<file path="src/rtl/core/saet_ram.sv">
// ----------------------------------------------------------------------------
// saet_ram
// Generic single-write, single-read RAM with a registered read port.
// ----------------------------------------------------------------------------
module saet_ram #(
    parameter int WIDTH = 8,
    parameter int DEPTH = 256
) (
    input  logic                     i_clk,
    input  logic                     i_we,
    input  logic [$clog2(DEPTH)-1:0] i_wr_addr,
    input  logic [WIDTH-1:0]         i_wr_data,
    input  logic                     i_re,
    input  logic [$clog2(DEPTH)-1:0] i_rd_addr,
    output logic [WIDTH-1:0]         o_rd_data
);

    logic [WIDTH-1:0] r_mem [DEPTH];
    logic [WIDTH-1:0] r_rd_data;

    // Write one word, read one word into the output register
    always_ff @(posedge i_clk) begin
        if (i_we) begin
            r_mem[i_wr_addr] <= i_wr_data;
        end
        if (i_re) begin
            r_rd_data <= r_mem[i_rd_addr];
        end
    end

    assign o_rd_data = r_rd_data;

endmodule

</file>
<file path="config.mk">
export PLATFORM = sky130hd
export DESIGN_NAME = saet_ram
export DESIGN_NICKNAME = d
export VERILOG_FILES = /design/src/rtl/core/saet_ram.sv
export SDC_FILE = /design/constraint.sdc
export NUM_CORES = 2
export LEC_CHECK = 0
export ABC_AREA = 1
export BUFFER_PORTS_ARGS = -buffer_cell sky130_fd_sc_hd__buf_4
export CAP_MARGIN = 20
export CELL_PAD_IN_SITES_DETAIL_PLACEMENT = 2
export CELL_PAD_IN_SITES_GLOBAL_PLACEMENT = 2
export CORE_AREA = 2 2 402 703
export CTS_CLUSTER_SIZE = 40
export DETAILED_ROUTE_END_ITERATION = 8
export DIE_AREA = 0 0 404 705
export PLACE_DENSITY = 0.54
export SYNTH_ARGS = -nofsm -noshare
export SYNTH_HDL_FRONTEND = slang
export SYNTH_SLANG_ARGS = --single-unit
</file>
<file path="constraint.sdc">
create_clock -name i_clk -period 2.2 [get_ports i_clk]
set_input_delay 0.22 -clock i_clk [delete_from_list [all_inputs] [get_ports i_clk]]
set_output_delay 0.22 -clock i_clk [all_outputs]
set_load 0.01 [all_outputs]
</file>
==> impl_metrics.ini <==
[final_layout]
layout.nets = 7604
fillCellCount = 29021
area_delta_synth_final_pct = 20.41
multiInputGateArea_sq_um = 19190
utilization = 0.3601
drive_above_1_share = 0.1488
layout_common_cells = nand2_1, edfxtp_1, nand3_1
layout_commonest_cell = nand2_1
seq_area_sq_um = 61740
design_area_sq_um = 100500

[floorplan]
die_w_um = 404
die_h_um = 705
num_rows = 257
pin_count = 35
core_region_area_sq_um = 279100
dieArea_sq_um = 284800
initial_core_util = 0.2991

[yosys]
synth_warnings = 0
syn_avg_cell_area_sq_um = 11.92
syn_inst = 7003
ys_seq_elements = 2056
ys_seq_area_frac = 0.7396
synth_nets = 7030
syn_area_sq_um = 83480
synth_cell_type_count = 13

[power_and_ir_drop]
leakage_uw = 0.03575
netSwitchingFraction = 0.2387
p_total_uw = 84820
p_per_area_nw_per_um2 = 843.9
peakVddDrop_mv = 0.5632
p_comb_frac = 0.077
seqPwrFrac = 0.510
clkPwrFrac = 0.413
p_int_uw = 64580
power.switching_uw = 20250

[setup_path]
path_depth = 11
cp_slowest_cell = edfxtp_1
critPathBufInv = 1
path_cells = nand2_1, nand3_1, nand3_1, nand3_1, nand3_1, nand3_1, buf_4, nand3_1, nand2_1, nand2_1, nand2_1
crit_top_cell = nand3_1
critPathArrivalTime_ns = 2.72
path_max_fanout = 1
cp_top_family = simple AND/OR/NAND/NOR gates
end_kind = flop
crit_type = reg2reg
cp-start-kind = flop
critPathMaxStageDelay_ns = 0.37
rr_worst_depth = 11
worst_ep_required_time_ns = 2.80

[timing]
fin_ws_ns = 0.08084
min_period_ns = 2.119
tightestPinTransition_ns = 0.7017
period_share = 0.9633
skew_ns = 0.06363
tns_ns = 0
rsz0062_at_grt = false
fmax_mhz = 471.9
slew_headroom = 0.5317
maxSlewViolCount = 0
setup_viol = 0
hold_viol = 0

[global_routing]
antenna_found_initial = 12
grt_pass1_wl_um = 469000
grt.total_usage = 0.2275
first_global_vias = 64445
grt.overflow.total = 0
grt_max_degree = 75

[placed_design]
hpwl_um = 220700
place_ws_ns = -0.7344
numPortBuffers = 34
gp_congestion = 0.8371
postPlaceCellArea_sq_um = 93970

[cts]
clkLatencyLatePin_ns = 0.87
cts-buffers-inserted = 205
cts_root_buf = clkbuf_16
htree_levels = 4
clk_pin_slew_ns = 0.07
cts_tree = built
clockBufferDepth = 4
clkSinkCount = 2056

[routing]
vias = 57758
drc = 0
final_antenna_net_count = 0
vias_per_cell = 5.085
dr.pass1.iters = 7
wire_per_inst_um = 28.74
wirelength_um = 326500
drtIter0Drc = 3583

[run_status]
status = finished, final reports clean

[worst_hold_path]
hp-class = in2reg
hold_depth = 6

[flow_run]
maxCapViolCount = 0
final timing paths:
kind	startpoint	slack, ns	endpoint
worst min register to register	r_mem[238][2]	1.10	o_rd_data[2]
worst max-delay path	r_mem[109][6]	0.08	o_rd_data[6]
worst min-delay path	i_wr_addr[3]	0.20	r_mem[209][4]
worst max register to register	r_mem[109][6]	0.08	o_rd_data[6]
layout make-up:
| class | instances | share of cell area |
|---|---|---|
| sequential | 2056 | 0.6143 |
| inverter | 39 | 0.001830 |
| antenna | 1 | 0.00002490 |
| clock buffer | 235 | 0.05258 |
| clock inverter | 126 | 0.01104 |
| multi-input combinational | 4425 | 0.1909 |
| timing repair buffer | 850 | 0.08419 |
| tap | 3626 | 0.04514 |
sequential cells by signal, indices dropped and copies added, names as in the netlist:
signal and cells:
r_mem 2048, o_rd_data 8
cell usage after synthesis:
cell type / number / area [sq um]
nor2_1: 283 / 1062
inv_1: 36 / 135.1
inv_2: 2 / 7.510
buf_6: 16 / 180.2
buf_4: 46 / 345.3
inv_4: 1 / 6.260
buf_8: 1 / 15.01
nand3_1: 2019 / 10100
buf_2: 268 / 1341
clkbuf_1: 112 / 420.4
edfxtp_1: 2056 / 61740
buf_1: 40 / 150.1
nand2_1: 2123 / 7969
routing by layer:
metal / up-vias / routed length (um) / global-route usage
li1: 25993 / - / -
met2: 854 / 180300 / 0.4401
met4: 0 / 13850 / 0.08660
met3: 446 / 7849 / 0.01817
met5: - / 0 / 0
met1: 30465 / 124500 / 0.2550
logic make-up after synthesis:
| family | count (synthesis) | synth area share |
|---|---|---|
| buffers and inverters | 522 | 0.03116 |
| and+or+nand+nor | 4425 | 0.2292 |
| DFF | 2056 | 0.7396 |
what timing repair did:
action,4_1_cts,5_1_grt
endpoints found under the setup margin,1,3
gates resized for setup,1,3
pin swaps,0,0
setup buffers,0,0
hold buffers,12,0
endpoints found under the hold margin,682,0
power by group through the flow:
stage / Combinational (uW) / Clock [uW] / Sequential, uW
after floorplan: 2660 / 0 / 44100
after global placement: 6580 / 0 / 44100
after detailed placement: 6690 / 0 / 44100
after CTS: 6730 / 36000 / 43200
after global routing: 7060 / 37200 / 43200
final: 6540 / 35100 / 43200
per-stage QoR:
stage / hold WS [ns] / instances
final: 0.1963 / 11358
after global routing: 0.2019 / 11358
after CTS: 0.1092 / 11357
after detailed placement: 0.5762 / 10984
after global placement: 0.5724 / 10984
after floorplan: 0.3189 / 7003
worst reg2reg max path: stages, from the launching register on:
cell and delay, ns:
edfxtp_1 0.37, nand2_1 0.08, nand3_1 0.08, nand3_1 0.22, nand3_1 0.11, nand3_1 0.14
nand3_1 0.14, buf_4 0.19, nand3_1 0.25, nand2_1 0.12, nand2_1 0.11, nand2_1 0.06
(Power assumes the default switching activity.)
