File: config.mk
export PLATFORM = sky130hd
export DESIGN_NAME = saet_out_buf
export DESIGN_NICKNAME = d
export VERILOG_FILES = /design/src/rtl/core/saet_pkg.sv /design/src/rtl/core/saet_out_buf.sv
export SDC_FILE = /design/constraint.sdc
export NUM_CORES = 1
export LEC_CHECK = 0
export ABC_CLOCK_PERIOD_IN_PS = 2500
export BUFFER_PORTS_ARGS = -buffer_cell sky130_fd_sc_hd__buf_2
export CORE_AREA = 2 2 119 121
export DETAILED_ROUTE_END_ITERATION = 12
export DIE_AREA = 0 0 121 123
export GPL_ROUTABILITY_DRIVEN = 1
export PLACE_DENSITY = 0.87
export SLEW_MARGIN = 40
export SYNTH_ARGS = -nofsm -noshare
export SYNTH_HDL_FRONTEND = slang
export SYNTH_SLANG_ARGS = --single-unit
File: constraint.sdc
create_clock -name i_clk -period 2.5 [get_ports i_clk]
set_clock_uncertainty 0.15 [all_clocks]
set_input_delay 0.5 -clock i_clk [delete_from_list [all_inputs] [get_ports i_clk]]
set_output_delay 0.5 -clock i_clk [all_outputs]
set_load 0.01 [all_outputs]
File: src/rtl/core/saet_pkg.sv
// ----------------------------------------------------------------------------
// saet_pkg
// Shared types and constants of the sensor alert event tracker.
// ----------------------------------------------------------------------------
package saet_pkg;

    // Field widths of a sensor frame and of an event beat
    localparam int ID_W    = 8;
    localparam int LEVEL_W = 2;
    localparam int WORD_W  = 32;
    localparam int UNIT_W  = 8;

    // Reported levels at or above this are ignored
    localparam int LEVELS = 4;

    localparam logic [LEVEL_W-1:0] LEVEL_NORMAL = '0;

    // Kind of an event beat
    typedef enum logic [0:0] {
        KIND_OPEN  = 1'b0,
        KIND_CLOSE = 1'b1
    } t_kind;

    // One row of the per-sensor table
    typedef struct packed {
        logic [LEVEL_W-1:0]       level;
        logic signed [WORD_W-1:0] open_value;
        logic [WORD_W-1:0]        open_time;
        logic [UNIT_W-1:0]        unit;
    } t_entry;

    // Up to two event beats caused by one frame, handed to the output buffer
    typedef struct packed {
        logic                     has_close;
        logic                     has_open;
        logic [ID_W-1:0]          sensor;
        logic [LEVEL_W-1:0]       close_level;
        logic [LEVEL_W-1:0]       open_level;
        logic signed [WORD_W-1:0] old_reading;
        logic [WORD_W-1:0]        old_stamp;
        logic [UNIT_W-1:0]        old_unit;
        logic signed [WORD_W-1:0] new_reading;
        logic [WORD_W-1:0]        new_stamp;
        logic [UNIT_W-1:0]        new_unit;
    } t_pend;

endpackage

File: src/rtl/core/saet_out_buf.sv
// ----------------------------------------------------------------------------
// saet_out_buf
// Holds the event beats of one frame and presents them in order: the
// closing beat first, then the opening beat.
// ----------------------------------------------------------------------------
module saet_out_buf (
    input  logic                         i_clk,
    input  logic                         i_rst_n,
    input  logic                         i_load,
    input  saet_pkg::t_pend              i_pend,
    output logic                         o_load_ok,
    output logic                         o_valid,
    input  logic                         i_stall,
    output logic                         o_event_kind,
    output logic [saet_pkg::ID_W-1:0]    o_event_sensor,
    output logic [saet_pkg::LEVEL_W-1:0] o_event_level,
    output logic signed [saet_pkg::WORD_W-1:0] o_open_reading,
    output logic [saet_pkg::WORD_W-1:0]  o_open_stamp,
    output logic signed [saet_pkg::WORD_W-1:0] o_close_reading,
    output logic [saet_pkg::WORD_W-1:0]  o_close_stamp,
    output logic [saet_pkg::UNIT_W-1:0]  o_event_unit,
    output logic                         o_last
);

    import saet_pkg::*;

    t_pend r_pend;
    logic  r_has_close;
    logic  r_has_open;
    logic  beat;
    logic  show_close;
    t_kind kind;

    assign show_close = r_has_close;
    assign o_valid    = r_has_close | r_has_open;
    assign o_last     = ~(r_has_close & r_has_open);
    assign beat       = o_valid & ~i_stall;
    assign o_load_ok  = ~o_valid | (beat & o_last);

    // Hold the payload of the frame until its last beat leaves
    always_ff @(posedge i_clk) begin
        if (i_load) begin
            r_pend <= i_pend;
        end
    end

    // Track which beats are still owed
    always_ff @(posedge i_clk) begin
        if (!i_rst_n) begin
            r_has_close <= 1'b0;
            r_has_open  <= 1'b0;
        end else if (i_load) begin
            r_has_close <= i_pend.has_close;
            r_has_open  <= i_pend.has_open;
        end else if (beat) begin
            if (r_has_close) begin
                r_has_close <= 1'b0;
            end else begin
                r_has_open <= 1'b0;
            end
        end
    end

    // Select the fields of the beat on show
    always_comb begin
        kind = show_close ? KIND_CLOSE : KIND_OPEN;
    end

    assign o_event_kind    = kind;
    assign o_event_sensor  = r_pend.sensor;
    assign o_event_level   = show_close ? r_pend.close_level : r_pend.open_level;
    assign o_open_reading  = show_close ? r_pend.old_reading : r_pend.new_reading;
    assign o_open_stamp    = show_close ? r_pend.old_stamp : r_pend.new_stamp;
    assign o_close_reading = show_close ? r_pend.new_reading : '0;
    assign o_close_stamp   = show_close ? r_pend.new_stamp : '0;
    assign o_event_unit    = show_close ? r_pend.old_unit : r_pend.new_unit;

endmodule

==> reports/metrics.cfg, run 1 <==
[yosys]
synthArstFlopShare_pct=0
netlist.area_leader.share_pct=75.5
ys_types=18
mappedNetlistArea_sq_mm=0.00621
ys_top_cells_by_count=edfxtp_1 (156), and2_1 (64), mux2_2 (64)
synth_nets=492
yosysSeqAreaShare_pct=76.1
synth-seq-cells=158
ys_warn_count=0
yosysTopAreaCell=edfxtp_1
synth_area_per_cell_sq_um=18.8
synth_area_leaders=edfxtp_1 (75%), mux2_2 (12%), and2_1 (6.5%), mux2_4 (2.4%), buf_4 (0.97%)
synth-edff-count=156
synthCells=330
yosysMostFrequentCell=edfxtp_1
ys.flop_type=edfxtp_1

[clock_network]
cts_buffers=17
clkTransAtPathRegs_ns=0.06
tritoncts=yes
holdBufCountCts=0
cts_max_path_buffers=2
htree_levels=4
clk_latency_ns=0.41
cts_resized=0
cts_sinks=158
cts_root_buf=clkbuf_16

[sta]
fmax_mhz=426
finalHoldViolCount=0
max_slew_margin_pct=65.4
final-setup-viol-count=0
min_period_over_period_pct=93.8
final-max-slew-violation-count=0
period_needed_ns=2.35
setup-tns-final_ns=0
tightest_slew_ns=0.519
rsz0062_at_grt=false

[floorplanning]
fp-row-count=43
initial_utilization_pct=45.6
dieArea_sq_mm=0.0149
die_y_um=123
chipWidth_um=121
ioPinCount=312
core_sq_mm=0.0136

[setup_path]
r2r_cells=3
crit_arrival_ns=1.70
cp_max_fo=41
cp_top_family=flip-flops
crit_path_start_kind=register
crit_path_top_delay_cell=dfxtp_4
cp_num_buf_inv=2
path_class=register to output port
end_kind=output port
cpPeakStageDelay_ns=0.51
worstPathRequired_ns=1.85
crit_chain=buf_12 > mux2_2 > buf_2
cp.depth=3

[routing]
vias_per_cell=4.66
drtPass1Iterations=6
drc=0
drtIter0Drc=231
route.vias.total=3912
wl_per_cell_um=16.5
final_antenna_net_count=0
wl_mm=13.8

[grt]
grt_pass1_wl_mm=19.5
grt_pass1_vias=3960
grt_overflow_total=0
grt_antenna_before_repair=0
grt_max_degree=55
grt_use_total_pct=17.5

[cells_and_area]
utilization_pct=62.8
fin_nets=809
diodes=0
area_delta_synth_final_pct=37.8
layout-drive-gt1-share_pct=65.2

[worst_hold_path]
hold_path_depth=1
hold_path.class=input pin to register

[power_and_ir_drop]
power_leakage_nw=3.73
power.density_mw_per_mm2=743
peakVddDrop_uv=554
p_total_mw=6.36

[status]
status=finished clean

[placement]
dp_hpwl_mm=10.3
place.gp.congestion=0.832
io_buffer_count=311

[run]
maxCapViolations=0

==> layer usage <==
layer	vias up	wire length, um	part of all wire, %	global-route usage [%]
li1	1858	-	-	-
met1	1831	5050	36	18.6
met2	206	7380	53	31.5
met3	17	1210	8.7	6.04
met4	0	204	1.5	7.99
met5	-	0	0	0
==> sequential cells by signal, summed over array words and instances, names as in the netlist <==
name            count
r_has_open          1
r_pend            148
r_has_close         1
o_event_sensor      8
==> stage by stage <==
step           worst slack [ns]  hold slack (ns)  cell area (sq um)  instances
2_1_floorplan             0.753            0.449               6210        330
3_3_place_gp              0.530            0.526               7970        807
3_5_place_dp              0.497            0.528               7970        807
4_1_cts                  0.0345           0.0829               8540        839
5_1_grt                  0.0702           0.0817               8550        840
6_report                  0.154            0.109               8550        840
==> power breakdown <==
| part | total [mW] | internal, mW | switching (mW) |
|---|---|---|---|
| logic | 0.660 | 0.348 | 0.312 |
| clock network | 2.47 | 1.47 | 1.00 |
| registers | 3.23 | 3.15 | 0.0821 |
==> worst paths after layout <==
kind	slack [ns]	end	from
setup / recovery	0.15	o_event_level[0]	r_has_close$_SDFFE_PN0P_
hold / removal	0.11	r_pend[95]$_DFFE_PP_	i_pend[95]
setup reg to reg	1.13	r_has_open$_SDFFE_PN0P_	r_has_close$_SDFFE_PN0P_
hold reg to reg	0.56	r_has_open$_SDFFE_PN0P_	r_has_open$_SDFFE_PN0P_
==> cell usage in the layout (no fill, tap or decap), types with 2 or more instances in the layout <==
cell type / synthesis / layout
buf_12: 0 / 4
mux2_4: 10 / 10
bufinv_16: 0 / 2
mux2_2: 64 / 64
clkbuf_16: 0 / 17
clkinv_2: 0 / 5
buf_2: 7 / 310
inv_6: 0 / 2
clkinv_4: 0 / 2
edfxtp_1: 156 / 156
nand2_1: 2 / 2
and2_1: 64 / 64
clkinvlp_4: 0 / 3
buf_4: 8 / 7
==> layout make-up <==
type	count	area [sq um]
Fill cell	990	5060
Clock buffer	18	429
Timing Repair Buffer	322	1700
Inverter	1	3.75
Multi-Input combinational cell	147	1330
Sequential cell	158	4730
Clock inverter	14	143
Tap cell	180	225
==> cells by family (layout without fill, tap and decap cells) <==
kind of cell | after synthesis | after routing | synth area share (%)
buffers and inverters | 25 | 355 | 2.50
and+or+nand+nor | 69 | 69 | 6.89
muxes | 74 | 74 | 14.0
DFF | 158 | 158 | 76.1
AOI/OAI and AO/OA | 4 | 4 | 0.464
==> what timing repair did <==
item / CTS / global route
setup buffers: 0 / 1
endpoints found under the setup margin: 0 / 23
hold endpoints to repair: 0 / 0
Note: power is estimated with default switching activity, not from simulation.
==> run 2: changes to the inputs <==
PLACE_DENSITY = 0.8   (was 0.87)
==> run 2 against run 1 <==
Net effect:
- routed wire length decreased by 0.27%
- clock-buffer cell count is 4 higher
- final area is 0.23% higher
- setup slack got worse by 0.057 ns
- highest routed layer unchanged
- clock power up 2%
- via count rose by 0.92%
- first-iteration DRC count shrank 27%
- non-clock buffer count down 1
==> reports/metrics.cfg, run 2 (synthesis results as in run 1) <==
[cells_and_area]
multiInputGateArea_sq_mm=0.00133  ; unchanged
final_area_sq_mm=0.00857  ; was 0.00855 sq mm
regArea_sq_mm=0.00473  ; unchanged
fin_cells=839  ; was 840
largest_reg_flops=148  ; unchanged
fin_nets=808  ; was 809
layout_common_cells=buf_2 (310), edfxtp_1 (156), mux2_2 (64), and2_1 (64), clkbuf_16 (17)  ; unchanged
final_common_cell=buf_2  ; unchanged
layout-drive-gt1-share_pct=64.9  ; was 65.2%
top_register=r_pend  ; unchanged
fill_cells=1033  ; was 990
area_delta_synth_final_pct=38.1  ; was 37.8%
diodes=0  ; unchanged

[floorplanning]
ioPinCount=312  ; unchanged
core_sq_mm=0.0136  ; unchanged
chipWidth_um=121  ; unchanged
dieArea_sq_mm=0.0149  ; unchanged
die_y_um=123  ; unchanged
initial_utilization_pct=45.6  ; unchanged
fp-row-count=43  ; unchanged

[routing]
drtPass1Iterations=4  ; was 6
vias_per_cell=4.71  ; was 4.66
final_antenna_net_count=0  ; unchanged
route.vias.total=3948  ; was 3912
drtIter0Drc=169  ; was 231
drc=0  ; unchanged
wl_mm=13.8  ; about the same
wl_per_cell_um=16.5  ; about the same

[placement]
io_buffer_count=311  ; unchanged
place_area_sq_mm=0.00799  ; was 0.00797 sq mm
dp_hpwl_mm=10.2  ; was 10.3 mm
dp_cells=807  ; unchanged
place.gp.congestion=0.758  ; was 0.832

[power_and_ir_drop]
peakVddDrop_uv=442  ; was 554 uV
power_leakage_nw=3.73  ; about the same
p_sw_mw=1.36  ; was 1.39 mW
p_comb_share_pct=10.3  ; was 10.4%
seq_power_share_pct=50.4  ; was 50.8%
power.density_mw_per_mm2=746  ; was 743 mW/mm^2
p_int_mw=5.04  ; was 4.96 mW
clock_power_share_pct=39.3  ; was 38.8%
switching_share_pct=21.3  ; was 21.9%

[grt]
grt_antenna_before_repair=1  ; was 0
grt_pass1_wl_mm=19.9  ; was 19.5 mm
grt_use_total_pct=17.8  ; was 17.5%
grt_overflow_total=0  ; unchanged
grt_max_degree=66  ; was 55
grt_pass1_vias=4173  ; was 3960

[worst_hold_path]
hold_path.class=input pin to register  ; unchanged

[clock_network]
clk_latency_ns=0.41  ; about the same
cts_sinks=158  ; unchanged
cts_max_path_buffers=2  ; unchanged
htree_levels=4  ; unchanged
clkTransAtPathRegs_ns=0.06  ; about the same
cts_root_buf=clkbuf_16  ; unchanged
tritoncts=yes  ; unchanged
holdBufCountCts=0  ; unchanged
cts_buffers=17  ; unchanged
cts_resized=0  ; unchanged
cts_setup_buffers=0  ; unchanged

[setup_path]
crit_chain=buf_12 > mux2_2 > buf_2  ; unchanged
path_class=register to output port  ; unchanged
cpPeakStageDelay_ns=0.53  ; was 0.51 ns
cp_max_fo=47  ; was 41
worstPathRequired_ns=1.85  ; about the same
cp_top_family=flip-flops  ; unchanged
cp_num_buf_inv=2  ; unchanged
crit_path_start_kind=register  ; unchanged
end_kind=output port  ; unchanged
crit_arrival_ns=1.75  ; was 1.70 ns
crit_path_top_delay_cell=dfxtp_4  ; unchanged

[status]
status=finished clean  ; unchanged

[sta]
rsz0062_at_grt=false  ; unchanged
final-max-slew-violation-count=0  ; unchanged
setup-tns-final_ns=0  ; unchanged
period_needed_ns=2.40  ; was 2.35 ns
final-setup-viol-count=0  ; unchanged
finalHoldViolCount=0  ; unchanged
fmax_mhz=416  ; was 426 MHz
min_period_over_period_pct=96.1  ; was 93.8%
holdWs_ns=0.108  ; was 0.109 ns
max_slew_margin_pct=58.7  ; was 65.4%
tightest_slew_ns=0.619  ; was 0.519 ns

[run]
maxCapViolations=0  ; unchanged

==> run 2: cell count changes in the layout (fill, tap and decap cells not counted), sizes merged <==
| cell | delta |
|---|---|
| clkbuf | +4 |
| clkinvlp | -1 |
| buf | -1 |
| clkinv | -1 |
| inv | -2 |
==> run 2: final cells by class <==
cell class	count	share of cell area [%]
clock buffers	22	5.53
clock inverters	10	1.31
inverters	1	0.0438
multi-input cells	147	15.5
flip-flops and latches	158	55.2
well taps	180	2.63
repair buffers	321	19.8
==> run 2: per-layer routing <==
metal | routed length (um) | GRT usage [%] | part of all wire, % | up-vias
li1 | - | - | - | 1855
met1 | 5140 | 19.1 | 37 | 1843
met2 | 6950 | 30.8 | 50 | 219
met3 | 1350 | 6.87 | 9.8 | 31
met4 | 371 | 8.79 | 2.7 | 0
met5 | 0 | 0 | 0 | -
==> run 2: final timing paths <==
path	depth (start not counted)	start	slack [ns]	endpoint
max	3	r_has_close$_SDFFE_PN0P_	0.1	o_open_stamp[5]
min	1	i_pend[59]	0.11	r_pend[59]$_DFFE_PP_
max reg2reg	3	r_has_close$_SDFFE_PN0P_	1.14	r_has_open$_SDFFE_PN0P_
min reg2reg	2	r_has_open$_SDFFE_PN0P_	0.55	r_has_open$_SDFFE_PN0P_
==> run 2: per-stage QoR <==
step                setup WS, ns  total power, mW  util [%]
CTS                       0.0717             6.46      63.0
finish                    0.0971             6.40      63.0
detailed placement         0.527             3.94      58.7
floorplan                  0.753             3.55         -
global placement           0.552             3.92      58.7
global route              0.0179             6.62      63.0
==> run 2: power by group through the flow <==
stage               registers [mW]  clock network [mW]  logic (mW)
detailed placement            3.28                   0       0.664
CTS                           3.22                2.57       0.668
global route                  3.24                2.66       0.714
global placement              3.27                   0       0.648
floorplan                     3.24                   0       0.312
finish                        3.22                2.52       0.659
